[src/rtl/core/rpw_pkg.sv]
// Shared types, field widths and codes for the recursive page table walker.
// No dependencies; imported by rpw_step and recursive_page_walk_translate.

package rpw_pkg;

    // Field widths
    localparam int ADDR_W   = 64;
    localparam int PHYS_W   = 52;
    localparam int SLOT_W   = 9;
    localparam int SIZE_W   = 2;
    localparam int LEVEL_W  = 2;
    localparam int IN_DATA_W  = 128;
    localparam int OUT_DATA_W = 120;

    // Reset value of the recursive slot register
    localparam logic [SLOT_W-1:0] SLOT_RESET = 9'd510;

    // Input action codes
    localparam logic ACT_REQUEST = 1'b0;
    localparam logic ACT_ENTRY   = 1'b1;

    // Result kinds
    localparam logic KIND_READ   = 1'b0;
    localparam logic KIND_FINISH = 1'b1;

    // Walk status on finish
    localparam logic STAT_MAPPED     = 1'b0;
    localparam logic STAT_NOT_MAPPED = 1'b1;

    // Page size codes
    localparam logic [SIZE_W-1:0] SIZE_4K = 2'd0;
    localparam logic [SIZE_W-1:0] SIZE_2M = 2'd1;
    localparam logic [SIZE_W-1:0] SIZE_1G = 2'd2;

    // Table levels
    localparam logic [LEVEL_W-1:0] LVL_PML4 = 2'd0;
    localparam logic [LEVEL_W-1:0] LVL_PDPT = 2'd1;
    localparam logic [LEVEL_W-1:0] LVL_PD   = 2'd2;
    localparam logic [LEVEL_W-1:0] LVL_PT   = 2'd3;

    // Entry bit positions
    localparam int BIT_PRESENT = 0;
    localparam int BIT_HUGE    = 7;

    // Walker state
    typedef struct packed {
        logic               busy;
        logic [LEVEL_W-1:0] level;
        logic [ADDR_W-1:0]  saved_va;
    } rpw_state_t;

    // One result item
    typedef struct packed {
        logic              kind;
        logic [ADDR_W-1:0] read_address;
        logic              status;
        logic [PHYS_W-1:0] phys;
        logic [SIZE_W-1:0] size;
    } rpw_result_t;

endpackage

[src/rtl/core/rpw_step.sv]
// Combinational step of the page walker: next state and result for one item.
// Depends on rpw_pkg for the state and result types and the codes.

module rpw_step
    import rpw_pkg::*;
(
    input  logic               action,
    input  logic [ADDR_W-1:0]  virtual_address,
    input  logic [ADDR_W-1:0]  entry_value,
    input  logic [SLOT_W-1:0]  recursive_slot,
    input  rpw_state_t         state_cur,
    output rpw_state_t         state_nxt,
    output logic               fire,
    output rpw_result_t        result
);

    // Recursive address of the entry read at a level, made canonical
    function automatic logic [ADDR_W-1:0] entry_addr(
        input logic [LEVEL_W-1:0] level,
        input logic [ADDR_W-1:0]  va,
        input logic [SLOT_W-1:0]  r
    );
        logic [SLOT_W-1:0] i4;
        logic [SLOT_W-1:0] i3;
        logic [SLOT_W-1:0] i2;
        logic [SLOT_W-1:0] i1;
        logic [47:0]       low;
        i4 = va[47:39];
        i3 = va[38:30];
        i2 = va[29:21];
        i1 = va[20:12];
        case (level)
            LVL_PML4: low = {r,  r,  r,  r,  i4, 3'b000};
            LVL_PDPT: low = {r,  r,  r,  i4, i3, 3'b000};
            LVL_PD:   low = {r,  r,  i4, i3, i2, 3'b000};
            default:  low = {r,  i4, i3, i2, i1, 3'b000};
        endcase
        return {{16{low[47]}}, low};
    endfunction

    logic present;
    logic huge;
    logic [ADDR_W-1:0] va;

    assign present = entry_value[BIT_PRESENT];
    assign huge    = entry_value[BIT_HUGE];
    assign va      = state_cur.saved_va;

    always_comb
    begin
        state_nxt = state_cur;
        fire      = 1'b0;
        result    = '0;
        if (action == ACT_REQUEST)
        begin
            // new request, ignored while a walk is in progress
            if (!state_cur.busy)
            begin
                state_nxt.busy     = 1'b1;
                state_nxt.level    = LVL_PML4;
                state_nxt.saved_va = virtual_address;
                fire               = 1'b1;
                result.kind        = KIND_READ;
                result.read_address = entry_addr(LVL_PML4, virtual_address, recursive_slot);
            end
        end
        else if (state_cur.busy)
        begin
            fire = 1'b1;
            if (!present)
            begin
                state_nxt.busy  = 1'b0;
                state_nxt.level = LVL_PML4;
                result.kind     = KIND_FINISH;
                result.status   = STAT_NOT_MAPPED;
            end
            else if (state_cur.level == LVL_PDPT && huge)
            begin
                state_nxt.busy  = 1'b0;
                state_nxt.level = LVL_PML4;
                result.kind     = KIND_FINISH;
                result.status   = STAT_MAPPED;
                result.phys     = {entry_value[51:30], va[29:0]};
                result.size     = SIZE_1G;
            end
            else if (state_cur.level == LVL_PD && huge)
            begin
                state_nxt.busy  = 1'b0;
                state_nxt.level = LVL_PML4;
                result.kind     = KIND_FINISH;
                result.status   = STAT_MAPPED;
                result.phys     = {entry_value[51:21], va[20:0]};
                result.size     = SIZE_2M;
            end
            else if (state_cur.level == LVL_PT)
            begin
                state_nxt.busy  = 1'b0;
                state_nxt.level = LVL_PML4;
                result.kind     = KIND_FINISH;
                result.status   = STAT_MAPPED;
                result.phys     = {entry_value[51:12], va[11:0]};
                result.size     = SIZE_4K;
            end
            else
            begin
                // descend one level and ask for the next entry
                state_nxt.level     = state_cur.level + 2'd1;
                result.kind         = KIND_READ;
                result.read_address = entry_addr(state_cur.level + 2'd1, va,
                                                 recursive_slot);
            end
        end
    end

endmodule

[src/rtl/core/recursive_page_walk_translate.sv]
// Top level of the recursive four-level page table walker.
// Depends on rpw_pkg and rpw_step; rpw_check binds to it.

// One item is taken per clock cycle, sustained, whenever the result side
// keeps up. An accepted item is held in the input register, is
// evaluated against the walk state by rpw_step and lands in the result
// register. The walk state (busy, level, saved address) updates together
// with the result register, which sustains that rate. Requests that
// arrive during a walk and entries that arrive with no walk open are
// consumed without a result.
// The recursive slot (reset 510) may be written at any idle time; cfg_ready
// is always high.

module recursive_page_walk_translate
    import rpw_pkg::*;
(
    input  logic                  clk,
    input  logic                  rst_n,
    // configuration write: recursive_slot
    input  logic                  cfg_valid,
    output logic                  cfg_ready,
    input  logic [SLOT_W-1:0]     cfg_data,
    // input stream
    input  logic                  s_axis_tvalid,
    output logic                  s_axis_tready,
    input  logic [IN_DATA_W-1:0]  s_axis_tdata,   // [63:0] virtual_address, [127:64] entry_value
    input  logic                  s_axis_tuser,   // [0] action
    // result stream
    output logic                  m_axis_tvalid,
    input  logic                  m_axis_tready,
    output logic [OUT_DATA_W-1:0] m_axis_tdata,   // [63:0] read_address, [64] walk_status,
                                                  // [116:65] physical_address,
                                                  // [118:117] page_size_code, [119] zero
    output logic                  m_axis_tuser    // [0] result_kind
);

    logic [SLOT_W-1:0] slot_reg;
    logic              in_valid_reg;
    logic              in_action_reg;
    logic [ADDR_W-1:0] in_va_reg;
    logic [ADDR_W-1:0] in_entry_reg;
    rpw_state_t        state_reg;
    rpw_state_t        state_next;
    logic              out_valid_reg;
    rpw_result_t       out_reg;
    rpw_result_t       result_next;
    logic              fire;
    logic              advance;
    logic              in_xfer;

    assign cfg_ready     = 1'b1;
    assign advance       = in_valid_reg && (!out_valid_reg || m_axis_tready);
    assign s_axis_tready = !in_valid_reg || advance;
    assign in_xfer       = s_axis_tvalid && s_axis_tready;

    // recursive slot register
    always_ff @(posedge clk or negedge rst_n)
    begin
        if (!rst_n)
            slot_reg <= SLOT_RESET;
        else if (cfg_valid && cfg_ready)
            slot_reg <= cfg_data;
    end

    // input register
    always_ff @(posedge clk or negedge rst_n)
    begin
        if (!rst_n)
            in_valid_reg <= 1'b0;
        else if (in_xfer)
            in_valid_reg <= 1'b1;
        else if (advance)
            in_valid_reg <= 1'b0;
    end

    always_ff @(posedge clk)
    begin
        if (in_xfer)
        begin
            in_action_reg <= s_axis_tuser;
            in_va_reg     <= s_axis_tdata[63:0];
            in_entry_reg  <= s_axis_tdata[127:64];
        end
    end

    rpw_step u_step (
        .action          (in_action_reg),
        .virtual_address (in_va_reg),
        .entry_value     (in_entry_reg),
        .recursive_slot  (slot_reg),
        .state_cur       (state_reg),
        .state_nxt       (state_next),
        .fire            (fire),
        .result          (result_next)
    );

    // walk state
    always_ff @(posedge clk or negedge rst_n)
    begin
        if (!rst_n)
            state_reg <= '0;
        else if (advance)
            state_reg <= state_next;
    end

    // result register
    always_ff @(posedge clk or negedge rst_n)
    begin
        if (!rst_n)
            out_valid_reg <= 1'b0;
        else if (advance)
            out_valid_reg <= fire;
        else if (m_axis_tready)
            out_valid_reg <= 1'b0;
    end

    always_ff @(posedge clk)
    begin
        if (advance && fire)
            out_reg <= result_next;
    end

    assign m_axis_tvalid = out_valid_reg;
    assign m_axis_tuser  = out_reg.kind;
    assign m_axis_tdata  = {1'b0, out_reg.size, out_reg.phys, out_reg.status,
                            out_reg.read_address};

endmodule

[config.mk]
export PLATFORM = sky130hd
export DESIGN_NAME = recursive_page_walk_translate
export DESIGN_NICKNAME = d
export VERILOG_FILES = /design/src/rtl/core/rpw_pkg.sv /design/src/rtl/core/rpw_step.sv /design/src/rtl/core/recursive_page_walk_translate.sv
export SDC_FILE = /design/constraint.sdc
export NUM_CORES = 1
export LEC_CHECK = 0
export ABC_CLOCK_PERIOD_IN_PS = 7000
export BUFFER_PORTS_ARGS = -buffer_cell sky130_fd_sc_hd__buf_2
export CAP_MARGIN = 20
export CORE_MARGIN = 2
export CORE_UTILIZATION = 40
export DETAILED_ROUTE_END_ITERATION = 10
export PLACE_DENSITY = 0.75
export SYNTH_ARGS = -nofsm -noshare
export SYNTH_HDL_FRONTEND = slang
export SYNTH_SLANG_ARGS = --single-unit
[constraint.sdc]
create_clock -name clk -period 7 [get_ports clk]
set_clock_uncertainty 0.05 [all_clocks]
set_input_delay 0.7 -clock clk [delete_from_list [all_inputs] [get_ports clk]]
set_output_delay 0.7 -clock clk [all_outputs]
set_load 0.1 [all_outputs]
## After elaboration in Yosys (flattened, before gate mapping)

Cells that the tools add are included.

- Bits in read-only memories: 0
- Memories kept: 0
- Register bits after elaboration: 315
- Memory bits (writable): 0
- Input bits: 143
- Output and inout port bits: 124
- Latch bits: 0

- Eq/ne operators: 7
- Reduce and logical (&&, ||, !) cells: 17
- Div/mod/pow operators: 0
- Bitwise operators: 3
- $add $sub $neg: 1
- Mux-type cells: 32
- Shift-type cells: 0
- $lt $le $gt $ge: 0
- Multiply operators: 0

Operators by type and width:

| kind | count |
|---|---|
| $mux 64 | 5 |
| $mux 54 | 3 |
| $mux 120 | 1 |
| $pmux 39 s3 | 1 |
| $mux 66 | 1 |
| $mux 65 | 1 |
| $mux 55 | 1 |
| $mux 3 | 5 |
| $mux 1 | 13 |
| $reduce_and 3->1 | 3 |
| $eq 2x2->1 const B | 3 |
| $logic_and 1x1->1 | 5 |
| $eq 2x1->1 const B | 2 |
| $reduce_bool 2->1 | 2 |
| $reduce_or 4->1 | 1 |
| $not 1->1 | 3 |
| $add 2x1->2 const B | 1 |
| $logic_not 1->1 | 2 |
| $logic_not 2->1 | 1 |
| $logic_or 1x1->1 | 2 |
| $mux 2 | 1 |
| $ne 2x1->1 const B | 1 |
| $ne 2x2->1 const B | 1 |
| $reduce_and 2->1 | 1 |

## Longest topological paths before layout

- Word-level depth: 9
- Mapped depth: 8
- Mapped depth without buffers: 6

## Hierarchy

Synthesis repeated with hierarchy kept, for this count alone.

- Cells, all modules: 924
- Area total of the unflattened synthesis: 13316.5 sq um

Modules (own cells, without submodules):

| module | cells an instance | sequential area each (sq um) | instances | area an instance (sq um) |
|---|---|---|---|---|
| recursive_page_walk_translate | 424 | 9439.1 | 1 | 10550.1 |
| rpw_step | 500 | 0.0 | 1 | 2766.4 |

## Worst setup path after synthesis

Ideal clock, no wire load.

- Kind: register -> register
- Start point: register out_valid_reg, in the netlist m_axis_tvalid
- End point: register in_action_reg (enable)
- Library setup time: 0.459 ns
- Arrival time: 3.971 ns
- Path slack: 2.520 ns
- Stages on the path, launching flop included: 3
- Buffers on the path: 0
- Cell sequence: dfrtp_1 -> nand3b_1 -> and2_1

- Word-level cells in the longest chain between the ends: 5

Ends and longest elaborated chain:

| what | RTL line | RTL |
|---|---|---|
| start, declared | recursive_page_walk_translate.sv:44 | `logic out_valid_reg;` |
| start signal, assigned | recursive_page_walk_translate.sv:112 | `out_valid_reg <= fire;` |
| $logic_not 1->1 | recursive_page_walk_translate.sv:52 | `assign advance = in_valid_reg && (!out_valid_reg \|\| m_axis_tready);` |
| $logic_or 1x1->1 | recursive_page_walk_translate.sv:52 |  |
| $logic_and 1x1->1 | recursive_page_walk_translate.sv:52 |  |
| $logic_or 1x1->1 | recursive_page_walk_translate.sv:53 | `assign s_axis_tready = !in_valid_reg \|\| advance;` |
| via s_axis_tready | recursive_page_walk_translate.sv:25 | `output logic s_axis_tready,` |
| $logic_and 1x1->1 | recursive_page_walk_translate.sv:54 | `assign in_xfer = s_axis_tvalid && s_axis_tready;` |
| via in_xfer | recursive_page_walk_translate.sv:49 | `logic in_xfer;` |
| end signal, assigned | recursive_page_walk_translate.sv:80 | `in_action_reg <= s_axis_tuser;` |
| end, declared | recursive_page_walk_translate.sv:39 | `logic in_action_reg;` |

The timed path passes the listed nets, and every way through them passes these cells.
A chain may end at the register's enable or synchronous reset.

## Final worst setup path

- Start point: register in_action_reg
- End point: register out_reg (netlist bit m_axis_tdata[45]) (enable)

- Word-level cells in the longest chain between the ends: 2

Ends and longest elaborated chain:

| what | RTL line | RTL |
|---|---|---|
| $mux 1 | rpw_step.sv:54 | `if (action == ACT_REQUEST)` |
| $logic_and 1x1->1 | recursive_page_walk_translate.sv:119 | `if (advance && fire)` |
| end signal, assigned | recursive_page_walk_translate.sv:120 | `out_reg <= result_next;` |
| end, declared | recursive_page_walk_translate.sv:45 | `rpw_result_t out_reg;` |

No other way between the ends.

==> results.json <==
{
  "yosysWarnings": 0,
  "gp_congestion": 0.8140,
  "crit_required_ns": 7.11,
  "ys_top_cells_by_count": "edfxtp_1 (192), mux2_2 (57), dfrtp_1 (54), and2_1 (45), o21ai_0 (38)",
  "power.leakage_nw": 4.875,
  "drv_cap": 0,
  "pin_count": 267,
  "ys_ff_latch": 254,
  "postCtsSetupRepairBufs": 0,
  "cp-start-kind": "register",
  "synth_cell_types": 38,
  "clock_path_buffers": 3,
  "cts_tree": "built",
  "rsz0062_at_grt": "no",
  "finalCritPeriodShare_pct": 41.87,
  "worst_r2r_endpoint": "m_axis_tdata[45]",
  "met1_length_mm": 9.412,
  "wire_per_inst_um": 18.24,
  "grt_pass1_vias": 5681,
  "synth_top_area_share_pct": 58.48,
  "cts-root-buf": "clkbuf_16",
  "fmax_mhz": 341.2,
  "combPwrFrac_pct": 37.1,
  "cts_max_level": 1,
  "grt_max_degree": 73,
  "dp_cells": 1121,
  "crit_arrival_ns": 3.04,
  "grt_usage_pct": 16.23,
  "worstPathMaxFanout": 72,
  "antenna_found_initial": 6,
  "synthArstFlopShare_pct": 24.41,
  "hp-class": "input pin to async pin",
  "final_cell_area_um2": 12160,
  "tritoncts_num_sinks": 254,
  "met2_wirelength_mm": 9.908,
  "final.setup.tns_ns": 0,
  "ys_top_cells_by_area": "edfxtp_1 (58%), dfrtp_1 (14%), mux2_2 (6.5%)",
  "fin_nets": 979,
  "grt_overflow": 0,
  "clkPwrFrac_pct": 24.9,
  "dp.final_hpwl_mm": 14.42,
  "fin_util_pct": 50.14,
  "crit_type": "register to register",
  "place_area_um2": 11160,
  "cts_made_buffers": 28,
  "first_pass_iters": 6,
  "period_needed_ns": 2.931,
  "r2r-start": "in_action_reg",
  "highest-signal-layer": "met5",
  "setup_viol": 0,
  "r2r_cells": 5,
  "endpoint_kind": "register",
  "vias": 5864,
  "r2r_setup_slack_ns": 4.07,
  "seq_power_share_pct": 37.9,
  "syn2layout_area_growth_pct": 23.33,
  "status": "finished clean",
  "die_x_um": 161,
  "synth_top_area_cell": "edfxtp_1",
  "p_sw_mw": 2.631,
  "coreArea_um2": 24250,
  "syn-instance-count": 618,
  "wl_mm": 21.47,
  "setup_slack_ns": 4.069,
  "drc": 0,
  "synth_ff_type": "edfxtp_1",
  "dieArea_um2": 25920,
  "rows": 57,
  "p_per_area_nw_per_um2": 504.0,
  "irDropWorstVdd_v": 0.0002554,
  "ant_nets": 0,
  "fp.dieH_um": 161,
  "synth_edf_count": 192,
  "drt-vias-per-instance": 4.982,
  "hold_buffers": 0,
  "tightest_slew_ns": 1.096,
  "drv_slew": 0,
  "largest_reg_flops": 100,
  "portBuffers": 223,
  "synth-seq-area-share_pct": 74.31,
  "dp_slack_ns": 4.005,
  "avgSynthCellArea_um2": 15.95,
  "p_sw_share_pct": 42.94,
  "p_int_mw": 3.497,
  "met3_length_mm": 1.634,
  "cts.repair.resized": 0,
  "yosysMostFrequentCell": "edfxtp_1",
  "grt_pass1_wl_mm": 32.62,
  "slew-limit-headroom_pct": 26.18,
  "clk_pin_slew_ns": 0.06,
  "dr.first_iter.drc_count": 454,
  "start_util_pct": 40.66,
  "final_cells": 1177,
  "clk-insertion-delay-late_ns": 0.54,
  "hold_viol": 0,
  "drive_above_1_share_pct": 40.40,
  "synth_area_um2": 9859
}
power groups by stage:
| stage | Clock (mW) | Combinational [mW] | Sequential [mW] |
|---|---|---|---|
| 2_1_floorplan | 0 | 0.855 | 3.38 |
| 3_3_place_gp | 0 | 2.25 | 2.34 |
| 3_5_place_dp | 0 | 2.28 | 2.35 |
| 4_1_cts | 1.56 | 2.29 | 2.33 |
| 5_1_grt | 1.63 | 2.38 | 2.37 |
| 6_report | 1.53 | 2.28 | 2.32 |
cells by family after synthesis:
logic type | count (synthesis) | share of synthesized area, %
other | 2 | 0.07617
AOI/OAI and AO/OA | 118 | 8.718
muxes | 57 | 6.510
DFF | 254 | 74.31
and+or+nand+nor | 121 | 6.294
adders and majority gates | 8 | 1.015
buffers and inverters | 58 | 3.071
layer usage:
metal / track usage [%] / up-vias
li1: - / 2752
met1: 22.32 / 2837
met2: 25.99 / 229
met3: 3.801 / 42
met4: 4.748 / 4
met5: 0 / -
layout make-up:
| class | count | area [um^2] |
|---|---|---|
| diodes | 4 | 10.01 |
| inverters | 6 | 25.02 |
| repair buffers | 229 | 1171 |
| flip-flops and latches | 254 | 7327 |
| multi-input cells | 309 | 2251 |
| fillers | 2060 | 12090 |
| clock buffers | 33 | 719.4 |
| clock inverters | 18 | 250.2 |
| well taps | 324 | 405.4 |
through the flow:
step / hold slack [ns] / power [mW]
after floorplan: 0.3544 / 4.235
after global placement: 0.4092 / 4.594
after detailed placement: 0.4135 / 4.635
after CTS: 0.2535 / 6.173
after global routing: 0.2524 / 6.381
final: 0.2204 / 6.128
cell usage in the layout, fill, tap and decap left out, types with 2 or more instances in the layout:
cell type	n
buf_2	222
edfxtp_1	192
mux2_2	57
dfrtp_1	54
and2_1	44
o21ai_0	38
nand2_1	30
clkbuf_16	28
nor2_1	22
a222oi_1	18
a21oi_1	11
a22o_1	10
a221o_1	9
a211oi_1	9
a21o_1	9
a22oi_1	9
nand3_1	9
ha_1	8
dfstp_2	8
clkinv_1	7
bufinv_16	6
buf_4	6
conb_1	5
clkbuf_1	5
diode_2	4
inv_1	4
nand3_2	2
nor2_2	2
nand3b_1	2
nand2b_1	2
nor3_1	2
nor2b_1	2
clkinv_4	2
clkinv_2	2
worst max-delay path, stage by stage (launching register included):
cell and delay, ns:
edfxtp_1 0.53, inv_1 0.09, ha_1 0.29, nand3b_1 0.32, inv_4 0.43, buf_4 0.80
worst max path at each step:
stage	depth (start not counted)	endpoint	start
5_1_grt	5	m_axis_tdata[45]	in_action_reg
4_1_cts	5	m_axis_tdata[45]	in_action_reg
3_3_place_gp	5	m_axis_tdata[46]	m_axis_tready
2_1_floorplan	2	in_action_reg	m_axis_tvalid
6_report	5	m_axis_tdata[45]	in_action_reg
3_5_place_dp	5	m_axis_tdata[101]	m_axis_tready
(Power assumes the default switching activity.)
